===== src/hdl/itfe_pkg.sv =====
// ----------------------------------------------------------------------------
// itfe_pkg: shared types and constants of the tilt front end
// CORDIC angle table, register indexes and the stage data bundle.
// ----------------------------------------------------------------------------
package itfe_pkg;

   localparam int CAL_W    = 41;            // calibrated axis width
   localparam int VEC_W    = CAL_W + 3;     // CORDIC vector, room for growth
   localparam int Z_W      = 34;            // angle accumulator, Q.30
   localparam int MAX_STG  = 24;
   localparam logic signed [Z_W-1:0] PI_Q30      = 34'sd3373259426;
   localparam logic signed [Z_W-1:0] HALF_PI_Q30 = 34'sd1686629713;

   typedef enum logic [2:0] {
      REG_AX_OFF = 3'd0, REG_AY_OFF = 3'd1, REG_AZ_OFF = 3'd2,
      REG_AX_GAIN = 3'd3, REG_AY_GAIN = 3'd4, REG_AZ_GAIN = 3'd5,
      REG_GY_OFF = 3'd6, REG_GZ_OFF = 3'd7
   } reg_idx_type;

   typedef struct packed {
      logic signed [VEC_W-1:0] x;
      logic signed [VEC_W-1:0] y;
      logic signed [Z_W-1:0]   z;
   } vec_type;

   function automatic logic signed [Z_W-1:0] atan_q30(input int i);
      logic signed [Z_W-1:0] t;
      begin
         case (i)
            0: t = 34'sd843314857;
            1: t = 34'sd497837829;
            2: t = 34'sd263043837;
            3: t = 34'sd133525159;
            4: t = 34'sd67021687;
            5: t = 34'sd33543516;
            6: t = 34'sd16775851;
            7: t = 34'sd8388437;
            8: t = 34'sd4194283;
            9: t = 34'sd2097149;
            default: t = Z_W'(64'sd1 << (30 - i));
         endcase
         return t;
      end
   endfunction

endpackage


===== src/hdl/itfe_cordic_cell.sv =====
// ----------------------------------------------------------------------------
// itfe_cordic_cell: one CORDIC vectoring step
// Registered micro-rotation with a fixed shift, plus side payload pass-along.
// ----------------------------------------------------------------------------
module itfe_cordic_cell
   import itfe_pkg::*;
#(
   parameter int SHIFT = 0,
   parameter int SIDE_W = 1
) (
   input  logic              clock,
   input  logic              advance,
   input  vec_type           vec_in,
   input  logic [SIDE_W-1:0] side_in,
   output vec_type           vec_out,
   output logic [SIDE_W-1:0] side_out
);
   vec_type           vec_ff, vec_in_next;
   logic [SIDE_W-1:0] side_ff;
   logic signed [Z_W-1:0] step;

   always_comb begin
      step = atan_q30(SHIFT);
      vec_in_next = vec_in;
      if (vec_in.y > 0) begin
         vec_in_next.x = vec_in.x + (vec_in.y >>> SHIFT);
         vec_in_next.y = vec_in.y - (vec_in.x >>> SHIFT);
         vec_in_next.z = vec_in.z + step;
      end else begin
         vec_in_next.x = vec_in.x - (vec_in.y >>> SHIFT);
         vec_in_next.y = vec_in.y + (vec_in.x >>> SHIFT);
         vec_in_next.z = vec_in.z - step;
      end
   end

   always_ff @(posedge clock) begin
      if (advance) begin
         vec_ff  <= vec_in_next;
         side_ff <= side_in;
      end
   end

   assign vec_out  = vec_ff;
   assign side_out = side_ff;
endmodule


===== config.mk =====
export PLATFORM = sky130hd
export DESIGN_NAME = itfe_cordic_cell
export DESIGN_NICKNAME = d
export VERILOG_FILES = /design/src/hdl/itfe_pkg.sv /design/src/hdl/itfe_cordic_cell.sv
export SDC_FILE = /design/constraint.sdc
export NUM_CORES = 1
export LEC_CHECK = 0
export BUFFER_PORTS_ARGS = -buffer_cell sky130_fd_sc_hd__buf_2
export CORE_MARGIN = 5
export CORE_UTILIZATION = 63
export CTS_BUF_LIST = sky130_fd_sc_hd__clkbuf_4
export DETAILED_ROUTE_END_ITERATION = 7
export GPL_ROUTABILITY_DRIVEN = 0
export PLACE_DENSITY = 0.87
export SLEW_MARGIN = 15
export SYNTH_ARGS = -nofsm -noshare
export SYNTH_HDL_FRONTEND = slang
export SYNTH_SLANG_ARGS = --single-unit

===== constraint.sdc =====
create_clock -name clock -period 9.62 [get_ports clock]
set_input_delay 1.443 -clock clock [delete_from_list [all_inputs] [get_ports clock]]
set_output_delay 1.443 -clock clock [all_outputs]
set_load 0.02 [all_outputs]

==> results.toml, run 1 <==
[yosys]
synth_sequential_area_ratio_pct = 28.0
syn_area_um2 = 13100
ys_top_cells_by_area = "sky130_fd_sc_hd__edfxtp_1 28%, sky130_fd_sc_hd__ha_1 15%, sky130_fd_sc_hd__a21oi_1 7.4%"
synthFlopType = "sky130_fd_sc_hd__edfxtp_1"
synth_nets = 1879
postSynthCellCount = 1589
yosysUniqueCellTypes = 75
yosys.area.top_type_share_pct = 28.0
postSynthRegisterBits = 122
synth-edff-count = 122
syn_area_per_cell_um2 = 8.25
synth.largest_area_cell = "sky130_fd_sc_hd__edfxtp_1"
synthesis.yosys.warnings = 0
synth-async-reset-ratio_pct = 0

[sta]
max_slew.worst_pin.slew_ps = 833
setup_total_negative_slack_ps = 0
max_freq_ghz = 0.152
ratio_of_final_minimum_period_to_clock_period_pct = 68.6
timing_max_transition_violations_final = 0
clock_period_minus_final_worst_setup_slack_ps = 6600
setup_viols_final = 0
grt_setup_unrepaired = "no"
setup_slack_ps = 3020
max_slew_headroom_pct = 44.5
hold_violations = 0

[layout]
synthToLayoutAreaGrowth_pct = 12.8
layout-drive-gt1-share_pct = 16.9
fin_nets = 2084
filler_cell_count = 1587

[placement]
post-place-ws_ps = 2580
dp.final_hpwl_um = 32900
count_of_input_and_output_buffers = 247

[clock_network]
clockBufferDepth = 2
number_of_cts_inserted_buffers = 17
clkSlewWorstSetupHoldPaths_ps = 130
clkSinkCount = 122
cts.root.buffer_cell = "sky130_fd_sc_hd__clkbuf_4"
cts_hold_buf = 0
cts_tree = "built"
post_cts.repair.setup_buffers = 0
post_cts.resized_instances = 0
cts.htree.levels = 4

[drt]
detail_route.wirelength_um = 42200
remaining_drc_errors = 0
initialDrtViolationCount = 2594
antenna_violation_net_count_after_detailed_routing = 0
vias = 13700
avgViaCountPerCell = 6.58
routed_wire_length_per_instance_um = 20.3
drt-pass1-iter-count = 7

[global_route]
global_route.usage.total_pct = 33.6
wire_length_of_the_first_global_routing_pass_um = 65100
pin_count_of_the_biggest_net_entering_global_routing = 71
antenna_found_initial = 1
via_count_of_the_first_global_routing_pass = 12700
grt.overflow.total = 0

[power]
leakagePower_nw = 6.55
cellPowerDensity_nw_per_um2 = 142
vdd.ir_drop.worst_uv = 78.6
p_total_mw = 2.11

[run]
cap_violations = 0

[die]
top_level_ports = 248
num_rows = 52
floorplan.die.width_um = 154
initial_core_util_pct = 64.3
placeableCoreArea_um2 = 20400
design.die.area_um2 = 23800
die_h_um = 154

[setup_path]
path_max_fanout = 61
worstSetupPathType = "input port to flip-flop"
worstPathArrival_ps = 6900
worst-endpoint-required_ps = 9930
critPathLaunchType = "input port"
cp-end-kind = "flip-flop"

[min_path]
hold_class = "input port to flip-flop"

[run_status]
outcome = "completed"
[per-layer routing]
layer,track usage (%),up-vias,part of all wire (%)
met4,14.5,0,5.3
li1,-,6157,-
met2,52.8,1179,43
met1,45.6,6119,38
met3,6.34,225,14
met5,0,-,0
[kinds of logic after synthesis]
family / count (synthesis) / synth area share, %
fa+ha+maj: 165 / 16.0
simple gates: 415 / 15.0
buf+inv: 211 / 6.16
flops: 122 / 28.0
xor+xnor: 114 / 7.62
mux: 15 / 1.15
compound gates: 547 / 26.1
[per-stage QoR]
step           cells  hold slack, ps  cell area (um^2)  utilization [%]
2_1_floorplan   1589            1540             13100                -
3_3_place_gp    2045            1620             14500             71.0
3_5_place_dp    2045            1620             14500             71.0
4_1_cts         2077            1020             14800             72.6
5_1_grt         2078            1020             14800             72.6
6_report        2078            1060             14800             72.6
[registers in the layout (all words and copies together), names as in the netlist]
name	flops
side_out	1
vec_out	121
[cell usage in the layout, fill, tap and decap left out, types with 18 or more instances in the layout]
master                     synthesis  layout
sky130_fd_sc_hd__clkbuf_4          0      18
sky130_fd_sc_hd__a21oi_1         194     194
sky130_fd_sc_hd__edfxtp_1        122     122
sky130_fd_sc_hd__nor2_1          133     133
sky130_fd_sc_hd__xnor2_1          96      96
sky130_fd_sc_hd__nor4_1           27      27
sky130_fd_sc_hd__xor2_1           18      18
sky130_fd_sc_hd__nand2_1         103     103
sky130_fd_sc_hd__inv_1           143     142
sky130_fd_sc_hd__o21a_1           19      19
sky130_fd_sc_hd__buf_2             2     246
sky130_fd_sc_hd__o21bai_1         35      35
sky130_fd_sc_hd__a21o_1           37      37
sky130_fd_sc_hd__nor2b_1          24      24
sky130_fd_sc_hd__o21ai_0         121     121
sky130_fd_sc_hd__a31oi_1          20      20
sky130_fd_sc_hd__nand4_1          29      29
sky130_fd_sc_hd__nor3_1           28      28
sky130_fd_sc_hd__nand3_1          25      25
sky130_fd_sc_hd__ha_1            161     161
[cells in the mapped netlist (6+ instances only)]
| cell type | n |
|---|---|
| sky130_fd_sc_hd__nand2_1 | 103 |
| sky130_fd_sc_hd__xnor2_1 | 96 |
| sky130_fd_sc_hd__ha_1 | 161 |
| sky130_fd_sc_hd__o31ai_1 | 17 |
| sky130_fd_sc_hd__o21bai_1 | 35 |
| sky130_fd_sc_hd__nand3_1 | 25 |
| sky130_fd_sc_hd__a2111oi_0 | 6 |
| sky130_fd_sc_hd__xor2_1 | 18 |
| sky130_fd_sc_hd__nand2b_1 | 16 |
| sky130_fd_sc_hd__a221oi_1 | 8 |
| sky130_fd_sc_hd__nor3_1 | 28 |
| sky130_fd_sc_hd__and2_1 | 6 |
| sky130_fd_sc_hd__or2_2 | 6 |
| sky130_fd_sc_hd__o21a_1 | 19 |
| sky130_fd_sc_hd__a21oi_1 | 194 |
| sky130_fd_sc_hd__nor4_1 | 27 |
| sky130_fd_sc_hd__o211ai_1 | 14 |
| sky130_fd_sc_hd__buf_1 | 18 |
| sky130_fd_sc_hd__clkbuf_1 | 41 |
| sky130_fd_sc_hd__nor2b_1 | 24 |
| sky130_fd_sc_hd__a31oi_1 | 20 |
| sky130_fd_sc_hd__o21ai_1 | 7 |
| sky130_fd_sc_hd__mux2i_1 | 15 |
| sky130_fd_sc_hd__nand4_1 | 29 |
| sky130_fd_sc_hd__nor2_1 | 133 |
| sky130_fd_sc_hd__inv_1 | 143 |
| sky130_fd_sc_hd__o21ai_0 | 121 |
| sky130_fd_sc_hd__a211oi_1 | 16 |
| sky130_fd_sc_hd__a21o_1 | 37 |
| sky130_fd_sc_hd__edfxtp_1 | 122 |
[power breakdown]
part	total, mW	internal, mW	switching [mW]	leakage [nW]
Clock	0.443	0.211	0.232	0.168
Sequential	0.732	0.707	0.0249	1.19
Combinational	0.931	0.320	0.611	5.18
Total	2.11	1.24	0.868	6.55
[layout make-up]
cell class,count,area [um^2],area share (%)
clock inverters,14,195,1.32
multi-input cells,1256,8640,58.4
well taps,270,338,2.29
flip-flops and latches,122,3660,24.8
repair buffers,250,1260,8.53
clock buffers,18,135,0.914
inverters,147,552,3.73
diodes,1,2.50,0.0169
[worst max-delay path, cell delays in order]
cell	delay, ps
sky130_fd_sc_hd__buf_2	120
sky130_fd_sc_hd__nor4_1	470
sky130_fd_sc_hd__nand4_1	320
sky130_fd_sc_hd__nor3_1	280
sky130_fd_sc_hd__or2_4	600
sky130_fd_sc_hd__inv_2	400
sky130_fd_sc_hd__buf_4	440
sky130_fd_sc_hd__ha_1	440
sky130_fd_sc_hd__nand2_1	120
sky130_fd_sc_hd__a21oi_1	70
sky130_fd_sc_hd__a21oi_1	220
sky130_fd_sc_hd__a21oi_1	180
sky130_fd_sc_hd__a221o_1	390
sky130_fd_sc_hd__a221oi_2	410
sky130_fd_sc_hd__nor3_1	130
sky130_fd_sc_hd__a2111oi_2	500
sky130_fd_sc_hd__a21oi_1	170
sky130_fd_sc_hd__xor2_1	170
[final timing paths]
check | start | to | slack, ps | cells after the start
worst min-delay path | side_in | side_out | 1060 | 1
worst max-delay path | vec_in[56] | vec_out[31] | 3020 | 18
No activity file was read; power rests on OpenSTA's default activity.
==> inputs of run 2 (changes only) <==
- ABC_AREA: unset -> 1
- CORE_UTILIZATION: 63 -> 55
- PLACE_DENSITY: 0.87 -> 0.78
- clock period: 9.62 -> 5.9 ns (I/O delays scaled with it)
==> results.toml, run 2 <==
[clock_network]
clkSinkCount = 122
number_of_cts_inserted_buffers = 17
cts_tree = "built"
clockBufferDepth = 2
cts.htree.levels = 4
post_cts.repair.setup_buffers = 0
cts.root.buffer_cell = "sky130_fd_sc_hd__clkbuf_4"
post_cts.resized_instances = 0
clkSlewWorstSetupHoldPaths_ps = 140
cts_hold_buf = 0

[min_path]
hp-start = "side_in"
hold_class = "input port to flip-flop"

[yosys]
synthesis.yosys.warnings = 0
synth.mux.area_fraction_pct = 0
synth_compound_gate_area_share_pct = 10.5
yosysUniqueCellTypes = 45
synthFlopType = "sky130_fd_sc_hd__edfxtp_1"
postSynthRegisterBits = 122
synth_sequential_area_ratio_pct = 21.4
ys_top_cells_by_count = "998 x sky130_fd_sc_hd__nand2_1, 472 x sky130_fd_sc_hd__inv_1, 240 x sky130_fd_sc_hd__nor2_1"
synth.largest_area_cell = "sky130_fd_sc_hd__nand2_1"
synth_xor_area_share_pct = 3.13
postSynthCellCount = 2829
syn_area_um2 = 17100
yosys.area_share.adder_pct = 12.3
syn_area_per_cell_um2 = 6.04
post_synth_simple_gate_area_pct = 39.5
synth-async-reset-ratio_pct = 0
synth_top_family_by_area = "simple AND/OR/NAND/NOR gates"
dominant_cell_by_count_in_the_synthesized_netlist = "sky130_fd_sc_hd__nand2_1"
synth_nets = 3119
ys_top_cells_by_area = "sky130_fd_sc_hd__nand2_1 22%, sky130_fd_sc_hd__edfxtp_1 21%, sky130_fd_sc_hd__ha_1 12%"
synth-edff-count = 122
yosys.area.top_type_share_pct = 21.9

[setup_path]
timing.critical_path.from = "vec_in[77]"
cp-end-kind = "flip-flop"
critPathLaunchType = "input port"
critPathMostFrequentCell = "sky130_fd_sc_hd__nand2_1"
critical-path-max-stage-delay_ps = 540
worstPathArrival_ps = 4320
worstSetupPathType = "input port to flip-flop"
path_max_fanout = 62
cpMaxStageDelayCell = "sky130_fd_sc_hd__nand2_4"
path_cells = "buf_2 > inv_2 > nand4_1 > nor2_1 > nand2_1 > nor2_1 > nand2_1 > nand2_4 > ha_1 > a21oi_1 > o21a_1 > a21boi_0 > nor2_1 > nor2_1 > nand2_1 > nand2_1 > nand2_1"
worst-endpoint-required_ps = 6290

[global_route]
global_route.usage.total_pct = 33.1
via_count_of_the_first_global_routing_pass = 18100
pin_count_of_the_biggest_net_entering_global_routing = 76
antenna_found_initial = 2
wire_length_of_the_first_global_routing_pass_um = 90400
grt.overflow.total = 0

[layout]
layout.cell_area.non_filler_um2 = 18800
instances_no_fill = 3451
layout-drive-gt1-share_pct = 12.7
largest_reg_flops = 121
layout_commonest_cell = "sky130_fd_sc_hd__nand2_1"
layout.core_utilization_pct = 61.2
fin_nets = 3331
synthToLayoutAreaGrowth_pct = 9.79
layout.cells.most_common_list = "998 x sky130_fd_sc_hd__nand2_1, 472 x sky130_fd_sc_hd__inv_1, 246 x sky130_fd_sc_hd__buf_2, 240 x sky130_fd_sc_hd__nor2_1, 231 x sky130_fd_sc_hd__nand3_1"

[sta]
max_freq_ghz = 0.254
ratio_of_final_minimum_period_to_clock_period_pct = 66.7
timing_max_transition_violations_final = 0
hold_ws_ps = 476
max_slew.worst_pin.slew_ps = 947
clock_period_minus_final_worst_setup_slack_ps = 3940
setup_viols_final = 0
max_slew_headroom_pct = 36.9
hold_violations = 0
setup_slack_ps = 1960
setup_total_negative_slack_ps = 0
grt_setup_unrepaired = "no"

[drt]
antenna_violation_net_count_after_detailed_routing = 0
detail_route.wirelength_um = 60000
avgViaCountPerCell = 5.69
drt-pass1-iter-count = 8
remaining_drc_errors = 1
initialDrtViolationCount = 2811
vias = 19600
routed_wire_length_per_instance_um = 17.4

[run_status]
outcome = "finished with violations"
violated_checks = "DRC"

[die]
placeableCoreArea_um2 = 30700
num_rows = 64
floorplan.die.width_um = 186
die_h_um = 186
initial_core_util_pct = 55.7
top_level_ports = 248
design.die.area_um2 = 34700

[run]
cap_violations = 0

[placement]
place_area_um2 = 18500
count_of_input_and_output_buffers = 247
post-place-ws_ps = 1530
dp.final_hpwl_um = 49800
dpl.cell_count = 3418

[power]
vdd.ir_drop.worst_uv = 131
cellPowerDensity_nw_per_um2 = 194
leakagePower_nw = 10.4
p_total_mw = 3.64
-- run 2: cell count changes after synthesis, moves of 39 or more --
cell and change:
sky130_fd_sc_hd__nand3_1 +206, sky130_fd_sc_hd__xnor2_1 -91, sky130_fd_sc_hd__nand2_1 +895, sky130_fd_sc_hd__buf_4 +39, sky130_fd_sc_hd__nor2_1 +107, sky130_fd_sc_hd__inv_1 +329
sky130_fd_sc_hd__a21oi_1 -39
-- run 2: layer usage --
| metal | wire length [um] | vias to the layer above | track usage [%] | share of wire (%) |
|---|---|---|---|---|
| li1 | - | 9315 | - | - |
| met1 | 23100 | 8683 | 43.0 | 38 |
| met2 | 25300 | 1357 | 51.3 | 42 |
| met3 | 7520 | 287 | 6.51 | 13 |
| met4 | 4070 | 2 | 19.2 | 6.8 |
| met5 | 20 | - | 0 | 0.033 |
-- run 2: path summary, 6_finish.rpt --
kind / endpoint / slack (ps) / depth (start not counted)
setup / recovery: vec_out[32] / 1960 / 17
hold / removal: side_out / 480 / 1
-- run 2: where the power goes --
group	total, mW	internal, mW	switching, mW
logic	1.80	0.538	1.26
registers	1.16	1.12	0.0349
clock network	0.679	0.266	0.414
-- run 2: critical path: cells and delay by family --
kind	cells	cell delay, ps
adders and majority gates	1	420
AOI/OAI and AO/OA	3	720
and+or+nand+nor	11	1940
buffers and inverters	2	310
-- run 2: area by class of cell --
cell class	count	area (um^2)
timing repair buffer	252	1280
tap	396	495
clock buffer	17	128
clock inverter	15	175
multi-input combinational	2157	11200
inverter	491	1840
sequential	122	3660
fill	2928	11900
antenna	1	2.50
-- run 2: logic make-up after synthesis --
family,Yosys count
fa+ha+maj,165
compound gates,320
buf+inv,550
simple gates,1611
flops,122
xor+xnor,61
==> inputs of run 3 (changes only) <==
- CORE_UTILIZATION: 55 -> 61
- PLACE_DENSITY: 0.78 -> 0.82
- clock period: 5.9 -> 3.65 ns (I/O delays scaled with it)
==> results.toml, run 3 (synthesis results as in run 2) <==
[die]
placeableCoreArea_um2 = 27700
die_h_um = 177
num_rows = 61
initial_core_util_pct = 61.7
design.die.area_um2 = 31500
top_level_ports = 248
floorplan.die.width_um = 177

[layout]
filler_cell_count = 2531
fin_nets = 3347
layout_commonest_cell = "sky130_fd_sc_hd__nand2_1"
largest_reg_flops = 121
layout-drive-gt1-share_pct = 13.2
multi_input_area_um2 = 11200
synthToLayoutAreaGrowth_pct = 10.3
layout.cells.most_common_list = "998 x sky130_fd_sc_hd__nand2_1, 472 x sky130_fd_sc_hd__inv_1, 246 x sky130_fd_sc_hd__buf_2, 240 x sky130_fd_sc_hd__nor2_1, 231 x sky130_fd_sc_hd__nand3_1"
instances_no_fill = 3449
seq_area_um2 = 3660

[setup_path]
worstPathArrival_ps = 3310
critPathLaunchType = "input port"
path_cells = "buf_2 > nor4_1 > buf_4 > nand2_1 > nor2_1 > buf_4 > a21oi_4 > fa_1 > o21ai_1 > a21oi_1 > o21ai_1 > nand3_1 > nand3_1 > nand2_1"
critical-path-max-stage-delay_ps = 440
worstSetupPathType = "input port to flip-flop"
path_max_fanout = 14
cpMaxStageDelayCell = "sky130_fd_sc_hd__fa_1"
cp-end-kind = "flip-flop"
worst-endpoint-required_ps = 3970

[placement]
count_of_input_and_output_buffers = 247
dpl.cell_count = 3416
dp.final_hpwl_um = 49500

[global_route]
grt.overflow.total = 0
via_count_of_the_first_global_routing_pass = 18300
wire_length_of_the_first_global_routing_pass_um = 91300
pin_count_of_the_biggest_net_entering_global_routing = 85
global_route.usage.total_pct = 36.6
antenna_found_initial = 1

[sta]
setup_total_negative_slack_ps = 0
clock_period_minus_final_worst_setup_slack_ps = 2990
ratio_of_final_minimum_period_to_clock_period_pct = 82.0
hold_violations = 0
setup_viols_final = 0
timing_max_transition_violations_final = 0
max_slew.worst_pin.slew_ps = 918
max_freq_ghz = 0.334
grt_setup_unrepaired = "no"
max_slew_headroom_pct = 38.8

[run]
cap_violations = 0

[drt]
route.top_layer_used = "met4"
route.met2.wl_um = 25100
routed_wire_length_per_instance_um = 17.3
antenna_violation_net_count_after_detailed_routing = 0
remaining_drc_errors = 6
drt-pass1-iter-count = 8
initialDrtViolationCount = 3042
vias = 19800
avgViaCountPerCell = 5.74
detail_route.wirelength_um = 59800
met1Wirelength_um = 22400
met3_wirelength_um = 8080

[run_status]
violated_checks = "DRC"
outcome = "finished with violations"

[clock_network]
clkSlewWorstSetupHoldPaths_ps = 110
cts.htree.levels = 4
cts_hold_buf = 0
cts_tree = "built"
post_cts.resized_instances = 0
post_cts.repair.setup_buffers = 0
cts.root.buffer_cell = "sky130_fd_sc_hd__clkbuf_4"
clkSinkCount = 122
number_of_cts_inserted_buffers = 17
clockBufferDepth = 2

[power]
cellPowerDensity_nw_per_um2 = 311
leakagePower_nw = 10.5
vdd.ir_drop.worst_uv = 185

[min_path]
hold_class = "input port to flip-flop"
-- run 3: cell count changes in the layout (fill, tap and decap cells not counted) --
cell / change
sky130_fd_sc_hd__inv_8: -1
sky130_fd_sc_hd__buf_4: +15
sky130_fd_sc_hd__inv_6: -5
sky130_fd_sc_hd__clkinv_2: +5
sky130_fd_sc_hd__clkinvlp_4: +3
sky130_fd_sc_hd__buf_12: +1
sky130_fd_sc_hd__clkinv_4: -2
-- run 3: path summary, 6_finish.rpt --
check       start           to  slack, ps  cells past startpoint
min       side_in     side_out        180                      1
max    vec_in[34]  vec_out[32]        660                     14
-- run 3: per-stage QoR --
stage / worst slack (ps) / power (mW) / instance area [um^2] / util, % / hold WS (ps)
3_3_place_gp: 256 / 4.66 / 18600 / 67.0 / 727
3_5_place_dp: 188 / 4.73 / 18600 / 67.0 / 743
6_report: 655 / 5.86 / 18900 / 68.0 / 180
2_1_floorplan: 602 / 3.84 / 17100 / - / 646
4_1_cts: 751 / 5.75 / 18800 / 68.0 / 186
5_1_grt: 528 / 6.18 / 18900 / 68.0 / 142
-- run 3: critical path: cells and delay by family --
kind                     cells  cell delay, ps
AO/OA/AOI/OAI                4            1030
adder cells (fa/ha/maj)      1             440
buffers and inverters        3             470
AND/OR/NAND/NOR              6             820
-- run 3: power breakdown --
| part | internal, mW | total (mW) | leakage, nW | switching [mW] |
|---|---|---|---|---|
| combinational | 0.887 | 2.95 | 9.12 | 2.06 |
| sequential | 1.81 | 1.87 | 1.19 | 0.0534 |
| clock | 0.405 | 1.05 | 0.144 | 0.643 |
| total | 3.11 | 5.86 | 10.5 | 2.76 |
-- run 3: cell type report --
type                            instances  share of cell area (%)
Clock buffer                           17                   0.677
Multi-Input combinational cell       2157                    59.3
Timing Repair Buffer                  268                    7.47
Sequential cell                       122                    19.4
Tap cell                              378                    2.51
Clock inverter                         15                   0.796
Inverter                              491                    9.78
Antenna cell                            1                  0.0133
-- run 3: metal layers --
| metal | track usage (%) | vias to the layer above |
|---|---|---|
| met2 | 57.2 | 1443 |
| met3 | 9.12 | 317 |
| met1 | 46.4 | 8697 |
| met5 | 0 | - |
| met4 | 20.2 | 0 |
| li1 | - | 9340 |
